==> src/rtl/sspq_pkg.sv <==
package sspq_pkg;

  // Default sizes of the queue.
  localparam int DEF_CAPACITY      = 16;
  localparam int DEF_PRIORITY_BITS = 8;
  localparam int DEF_TAG_BITS      = 16;

  // Result status codes.
  localparam int STATUS_W = 2;
  localparam logic [STATUS_W-1:0] ST_INSERTED = 2'd0;
  localparam logic [STATUS_W-1:0] ST_SERVED   = 2'd1;
  localparam logic [STATUS_W-1:0] ST_EMPTY    = 2'd2;
  localparam logic [STATUS_W-1:0] ST_FULL     = 2'd3;

  // Request codes.
  localparam logic REQ_INSERT = 1'b0;
  localparam logic REQ_REMOVE = 1'b1;

  // Sequencer states.
  typedef enum logic [1:0] {
    S_IDLE,
    S_INS_CMP,
    S_INS_PUT,
    S_REM_OUT
  } state_t;

  // Control group from the sequencer to the entry ring.
  typedef struct packed {
    logic rd_en;
    logic wr_en;
    logic pop;
  } ring_ctl_t;

endpackage

==> src/rtl/sspq_ring.sv <==
module sspq_ring #(
  parameter int CAPACITY = sspq_pkg::DEF_CAPACITY,
  parameter int ENTRY_W  = sspq_pkg::DEF_TAG_BITS + sspq_pkg::DEF_PRIORITY_BITS
) (
  input  logic                          clk,
  input  logic                          rst,
  input  sspq_pkg::ring_ctl_t           ctl,
  input  logic [$clog2(CAPACITY)-1:0]   rd_idx,
  input  logic [$clog2(CAPACITY)-1:0]   wr_idx,
  input  logic [ENTRY_W-1:0]            wr_data,
  output logic [ENTRY_W-1:0]            rd_data
);
  import sspq_pkg::*;

  localparam int IDX_W = $clog2(CAPACITY);
  localparam logic [IDX_W:0]   CAP_WIDE = (IDX_W+1)'(CAPACITY);
  localparam logic [IDX_W-1:0] LAST_IDX = IDX_W'(CAPACITY - 1);

  logic [ENTRY_W-1:0] mem [CAPACITY];
  logic [IDX_W-1:0]   head;
  logic [IDX_W-1:0]   rd_addr;
  logic [IDX_W-1:0]   wr_addr;
  logic [IDX_W:0]     rd_sum;
  logic [IDX_W:0]     wr_sum;

  // Logical positions are offsets from the head; wrap them into the ring.
  always_comb begin
    rd_sum = {1'b0, head} + {1'b0, rd_idx};
    wr_sum = {1'b0, head} + {1'b0, wr_idx};
    if (rd_sum >= CAP_WIDE) begin
      rd_sum = rd_sum - CAP_WIDE;
    end
    if (wr_sum >= CAP_WIDE) begin
      wr_sum = wr_sum - CAP_WIDE;
    end
    rd_addr = rd_sum[IDX_W-1:0];
    wr_addr = wr_sum[IDX_W-1:0];
  end

  // Removing the head entry just advances the head pointer.
  always_ff @(posedge clk) begin
    if (rst) begin
      head <= '0;
    end else if (ctl.pop) begin
      head <= (head == LAST_IDX) ? '0 : head + 1'b1;
    end
  end

  // Entry memory with one write port and one registered read port.
  always_ff @(posedge clk) begin
    if (ctl.wr_en) begin
      mem[wr_addr] <= wr_data;
    end
    if (ctl.rd_en) begin
      rd_data <= mem[rd_addr];
    end
  end

endmodule

==> src/rtl/stable_sorted_priority_queue_core.sv <==
// Stable sorted priority queue.
// A transaction is accepted on a rising edge with start high and busy low.
// req_type selects insert (entry_tag, entry_priority) or remove of the head.
// Lower priority values leave first; equal priorities leave in arrival order.
// Every transaction yields exactly one result: done is high for one cycle with
// status, served_tag and served_priority; the served fields are zero unless
// the status is served. The receiver cannot stall; results are never held.
// Entries live in a ring memory with a registered read. A remove reads the
// head at acceptance, returns it in S_REM_OUT and advances the head pointer.
// An insert into a non-empty queue walks from the tail toward the head,
// reading one entry and writing it one place back per cycle until the new
// entry's place is found. An insert into an empty queue is written at once,
// and it, the full result and the empty result finish in the idle state
// without a walk. One transaction is in flight at a time; busy is low again
// in the cycle done is shown, so the next transaction can be taken then.
// Synchronous reset empties the queue; memory contents are not cleared and
// are never read before they are written.
module stable_sorted_priority_queue_core #(
  parameter int CAPACITY      = sspq_pkg::DEF_CAPACITY,
  parameter int PRIORITY_BITS = sspq_pkg::DEF_PRIORITY_BITS,
  parameter int TAG_BITS      = sspq_pkg::DEF_TAG_BITS
) (
  input  logic                          clk,
  input  logic                          rst,
  input  logic                          start,
  output logic                          busy,
  input  logic                          req_type,
  input  logic [TAG_BITS-1:0]           entry_tag,
  input  logic [PRIORITY_BITS-1:0]      entry_priority,
  output logic                          done,
  output logic [sspq_pkg::STATUS_W-1:0] status,
  output logic [TAG_BITS-1:0]           served_tag,
  output logic [PRIORITY_BITS-1:0]      served_priority
);
  import sspq_pkg::*;

  localparam int IDX_W   = $clog2(CAPACITY);
  localparam int CNT_W   = $clog2(CAPACITY + 1);
  localparam int ENTRY_W = TAG_BITS + PRIORITY_BITS;
  localparam logic [CNT_W-1:0] CAP_CNT = CNT_W'(CAPACITY);

  state_t state;
  state_t state_next;

  logic [CNT_W-1:0]         count;
  logic [CNT_W-1:0]         count_next;
  logic [IDX_W-1:0]         cursor;
  logic [IDX_W-1:0]         cursor_next;
  logic [TAG_BITS-1:0]      tag_q;
  logic [PRIORITY_BITS-1:0] prio_q;

  ring_ctl_t          ctl;
  logic [IDX_W-1:0]   rd_idx;
  logic [IDX_W-1:0]   wr_idx;
  logic [ENTRY_W-1:0] wr_data;
  logic [ENTRY_W-1:0] rd_data;

  logic                     accept;
  logic                     finish;
  logic [STATUS_W-1:0]      res_status;
  logic [TAG_BITS-1:0]      res_tag;
  logic [PRIORITY_BITS-1:0] res_prio;
  logic [PRIORITY_BITS-1:0] rd_prio;
  logic [TAG_BITS-1:0]      rd_tag;
  logic                     rd_later;

  assign accept   = start && !busy;
  assign busy     = (state != S_IDLE);
  assign rd_prio  = rd_data[PRIORITY_BITS-1:0];
  assign rd_tag   = rd_data[ENTRY_W-1 -: TAG_BITS];
  // The stored entry moves back only if it is served strictly later.
  assign rd_later = (rd_prio > prio_q);

  sspq_ring #(
    .CAPACITY (CAPACITY),
    .ENTRY_W  (ENTRY_W)
  ) u_ring (
    .clk     (clk),
    .rst     (rst),
    .ctl     (ctl),
    .rd_idx  (rd_idx),
    .wr_idx  (wr_idx),
    .wr_data (wr_data),
    .rd_data (rd_data)
  );

  // Next-state logic of the sequencer.
  always_comb begin
    state_next = state;
    unique case (state)
      S_IDLE: begin
        if (accept) begin
          if (req_type == REQ_INSERT) begin
            if (count != CAP_CNT && count != '0) begin
              state_next = S_INS_CMP;
            end
          end else if (count != '0) begin
            state_next = S_REM_OUT;
          end
        end
      end
      S_INS_CMP: begin
        if (!rd_later) begin
          state_next = S_IDLE;
        end else if (cursor == '0) begin
          state_next = S_INS_PUT;
        end
      end
      S_INS_PUT: state_next = S_IDLE;
      S_REM_OUT: state_next = S_IDLE;
      default:   state_next = S_IDLE;
    endcase
  end

  // Memory control, count and cursor updates, and result values.
  always_comb begin
    ctl         = '0;
    rd_idx      = '0;
    wr_idx      = '0;
    wr_data     = {tag_q, prio_q};
    count_next  = count;
    cursor_next = cursor;
    finish      = 1'b0;
    res_status  = ST_INSERTED;
    res_tag     = '0;
    res_prio    = '0;
    unique case (state)
      S_IDLE: begin
        if (accept) begin
          if (req_type == REQ_INSERT) begin
            if (count == CAP_CNT) begin
              finish     = 1'b1;
              res_status = ST_FULL;
            end else if (count == '0) begin
              ctl.wr_en  = 1'b1;
              wr_data    = {entry_tag, entry_priority};
              count_next = count + 1'b1;
              finish     = 1'b1;
              res_status = ST_INSERTED;
            end else begin
              // Start the walk at the tail entry.
              ctl.rd_en   = 1'b1;
              rd_idx      = IDX_W'(count - 1'b1);
              cursor_next = IDX_W'(count - 1'b1);
            end
          end else if (count == '0) begin
            finish     = 1'b1;
            res_status = ST_EMPTY;
          end else begin
            ctl.rd_en = 1'b1;
            rd_idx    = '0;
          end
        end
      end
      S_INS_CMP: begin
        ctl.wr_en = 1'b1;
        wr_idx    = cursor + 1'b1;
        if (rd_later) begin
          // Shift this entry one place back and look at the one before it.
          wr_data = rd_data;
          if (cursor != '0) begin
            ctl.rd_en   = 1'b1;
            rd_idx      = cursor - 1'b1;
            cursor_next = cursor - 1'b1;
          end
        end else begin
          count_next = count + 1'b1;
          finish     = 1'b1;
          res_status = ST_INSERTED;
        end
      end
      S_INS_PUT: begin
        ctl.wr_en  = 1'b1;
        wr_idx     = '0;
        count_next = count + 1'b1;
        finish     = 1'b1;
        res_status = ST_INSERTED;
      end
      S_REM_OUT: begin
        ctl.pop    = 1'b1;
        count_next = count - 1'b1;
        finish     = 1'b1;
        res_status = ST_SERVED;
        res_tag    = rd_tag;
        res_prio   = rd_prio;
      end
      default: begin
        finish = 1'b0;
      end
    endcase
  end

  // Control registers.
  always_ff @(posedge clk) begin
    if (rst) begin
      state <= S_IDLE;
      count <= '0;
      done  <= 1'b0;
    end else begin
      state <= state_next;
      count <= count_next;
      done  <= finish;
    end
  end

  // Payload registers.
  always_ff @(posedge clk) begin
    cursor <= cursor_next;
    if (accept) begin
      tag_q  <= entry_tag;
      prio_q <= entry_priority;
    end
    if (finish) begin
      status          <= res_status;
      served_tag      <= res_tag;
      served_priority <= res_prio;
    end
  end

  // The entry count never exceeds the capacity.
  a_count_range: assert property (@(posedge clk) disable iff (rst)
    count <= CAP_CNT)
    else $error("entry count above capacity");

  // A result is only shown once the sequencer is idle again.
  a_done_idle: assert property (@(posedge clk) disable iff (rst)
    done |-> !busy)
    else $error("result shown while busy");

  // An insert into a full queue is refused on the next cycle.
  a_full_refused: assert property (@(posedge clk) disable iff (rst)
    (accept && req_type == REQ_INSERT && count == CAP_CNT) |=>
      (done && status == ST_FULL))
    else $error("insert into full queue not refused");

  // A served result always removes exactly one entry.
  a_served_count: assert property (@(posedge clk) disable iff (rst)
    (done && status == ST_SERVED) |-> (count == $past(count) - 1'b1))
    else $error("served result without count decrement");

endmodule

==> config.mk <==
export PLATFORM = sky130hd
export DESIGN_NAME = stable_sorted_priority_queue_core
export DESIGN_NICKNAME = d
export VERILOG_FILES = /design/src/rtl/sspq_pkg.sv /design/src/rtl/sspq_ring.sv /design/src/rtl/stable_sorted_priority_queue_core.sv
export SDC_FILE = /design/constraint.sdc
export NUM_CORES = 1
export LEC_CHECK = 0
export BUFFER_PORTS_ARGS = -buffer_cell sky130_fd_sc_hd__buf_2
export CAP_MARGIN = 20
export CORE_MARGIN = 2
export CORE_UTILIZATION = 55
export DETAILED_ROUTE_END_ITERATION = 7
export PLACE_DENSITY = 0.72
export SLEW_MARGIN = 40
export SYNTH_ARGS = -nofsm -noshare
export SYNTH_HDL_FRONTEND = slang
export SYNTH_SLANG_ARGS = --single-unit
==> constraint.sdc <==
create_clock -name clk -period 12.75 [get_ports clk]
set_input_delay 0.6375 -clock clk [delete_from_list [all_inputs] [get_ports clk]]
set_output_delay 0.6375 -clock clk [all_outputs]
set_load 0.005 [all_outputs]
==> run metrics <==
FMAX=188.9 MHz; final slew viol count=0; GP Congestion=0.7930; Tot Pwr=4917 uW; grt met3 use=0.04766; final hold vios=0; Mapped Cells=1,143; TritonRoute pass-1 iters=8; placed cell count=1,604; Worst R2R Path Depth=14; Hold WC Path Type=primary input to flop; Syn. warnings=0; area delta synth->final=10.91%; vias per std cell=6.510; fin crit period=5293 ps; Final Net Count=1,246; maximum root-to-sink buffer count=3; Post-Place Setup Slack=7446 ps; max_slew headroom=0.5151; Initial Util=0.5597; HPWL after DPL=23.52 mm; Leakage=0.007193 uW; hold wc startpoint=entry_tag[11]; global-route wire length before repair=67.29 mm; DRC=0; maximum vdd drop=219.1 uV; Worst-path clk slew=60 ps; Primary FF master, synth=edfxtp_1; most frequent cells in the layout=462 x edfxtp_1, 115 x nand2_1, 96 x mux4_2; post-synthesis async set-or-reset flop share=0; largest net degree at the start of global routing=97; arrival time at the worst endpoint=5660 ps; Worst Hold Depth=1; number of synthesized flops with an enable pin=462; gr usage total=0.2395; initial DRC count=1,237; post-route setup slack=7457 ps; Hold Path End=tag_q[11]$_DFFE_PP_; #FFs+latches synth=474; Clock Root Buffer=clkbuf_16; postcts setup bufs=0; WL/cell=26.50 um; num rows=69; Setup-failing EPs final=0; post-route ant nets=0; leading cell type in the layout, fill and taps excluded=edfxtp_1; RSZ-0062 raised after global routing=no; Non-Filler Instances=1,687; antenna violations before repair=0; diodes inserted=0; DR vias=10,980; H-tree levels=2; Required @ worst endpoint=13,120 ps; PD cells=222.7 nW/um^2; status=finished, final reports clean; share of cells above drive strength 1=0.2276; clock latency on the worst-skew pair=560 ps; Syn Area/Cell=17.42 sq um; die area=37,730 sq um; Max Fanout on Critical Path=62; nature of the critical path endpoint=flop; I/O Buffers=55; hold_buf cts=0; met1 Usage GRT=0.3339; mapped cell area=19,910 sq um; met2 usage=0.3905; io pins=56; CTS tree=yes; die extent in x=194.2 um; Slew @ Worst Pin=727.1 ps; Yosys cell types=60; busiest layer in global routing=met2; FF-to-FF End=u_ring.rd_data[1]$_DFFE_PP_; total grt overflow=0; Startpoint Class=flop; clock sink count=474; FF-to-FF Start=prio_q[5]$_DFFE_PP_; Mapped Nets=1,198; vias in the first global route=10,680; die height=194.2 um; TNS Setup=0 ps; Core ar.=35,570 sq um; sequential area share after synthesis=0.7090; MaxCap Viol Count=0; r2r setup slk=7460 ps; Routed WL=44.70 mm; Post-CTS Resized=0; Worst Skew=19.62 ps; CP Class=flop to flop; Period Utilization, post-route=0.4151; Hold WS=266.0 ps; total CTS buffers=46
[flip-flops by register name, indices dropped and copies added, names as in the netlist, 4 cells and up]
signal / cells
prio_q: 8
tag_q: 16
cursor: 4
u_ring.head: 4
u_ring.rd_data: 24
count: 5
served_tag: 16
served_priority: 8
u_ring.mem: 384
[routing by layer]
metal	share of wire	wire length [um]
met3	0.10	4475
met4	0.024	1060
met2	0.49	21690
met5	0	0
met1	0.39	17480
[final cells by class]
type	instances	area (sq um)
flip-flops and latches	474	14110
repair buffers	85	519.2
inverters	19	71.32
fillers	2464	13490
well taps	461	576.8
multi-input cells	565	5423
clock buffers	54	1181
clock inverters	29	193.9
[power by group]
part           total [uW]  switching, uW  internal, uW
combinational        1330            867           466
clock                1250            552           701
sequential           2330           83.9          2250
[metrics by stage]
step | util | cell area, sq um
after floorplan | - | 19910
after global placement | 0.5815 | 20680
after detailed placement | 0.5819 | 20700
after CTS | 0.6205 | 22070
after global routing | 0.6207 | 22080
final | 0.6207 | 22080
[cells in the mapped netlist, drive strengths merged, types with 4 or more instances]
library cell | instances | area share
a221o | 24 | 0.012
o21ai | 7 | 0.0018
nor2 | 33 | 0.0063
edfxtp | 462 | 0.70
ha | 25 | 0.016
nand2 | 115 | 0.022
mux4 | 96 | 0.11
nand4 | 26 | 0.0082
and2 | 25 | 0.0080
or4 | 49 | 0.018
dfxtp | 12 | 0.012
inv | 19 | 0.0036
buf | 29 | 0.0097
xnor2 | 12 | 0.0053
clkbuf | 56 | 0.011
a21oi | 38 | 0.0096
or3 | 4 | 0.0015
o311ai | 48 | 0.021
mux2i | 6 | 0.0030
xor2 | 8 | 0.0035
nor3 | 6 | 0.0023
[cells by family (layout without fill, tap and decap cells)]
group           after synthesis  in the layout  share of synthesized area
flops                       474            474                     0.7090
compound gates              140            140                    0.05556
xor+xnor                     20             20                   0.008800
fa+ha+maj                    27             27                    0.01772
simple gates                276            276                    0.07329
buf+inv                     104            187                    0.02401
mux                         102            102                     0.1116
[worst max-delay path: stages (launching register included)]
cell,delay [ps]
edfxtp_1,370
inv_1,60
ha_1,300
a211o_1,260
a21oi_1,200
and3_1,420
or3_1,320
o22ai_1,160
ha_4,200
fa_4,1190
buf_6,570
mux4_2,320
nand2_1,40
or4_1,410
nand4_1,210
[worst max-delay path by stage]
| stage | from | endpoint | slack, ps |
|---|---|---|---|
| after floorplan | prio_q[5]$_DFFE_PP_ | u_ring.rd_data[13]$_DFFE_PP_ | 8590 |
| after global placement | u_ring.rd_data[5]$_DFFE_PP_ | u_ring.rd_data[1]$_DFFE_PP_ | 7300 |
| after detailed placement | u_ring.rd_data[5]$_DFFE_PP_ | u_ring.rd_data[1]$_DFFE_PP_ | 7450 |
| after CTS | u_ring.rd_data[5]$_DFFE_PP_ | u_ring.rd_data[1]$_DFFE_PP_ | 7430 |
| after global routing | prio_q[5]$_DFFE_PP_ | u_ring.rd_data[1]$_DFFE_PP_ | 7130 |
| final | prio_q[5]$_DFFE_PP_ | u_ring.rd_data[1]$_DFFE_PP_ | 7460 |
Power figures use the tool's default switching activity.
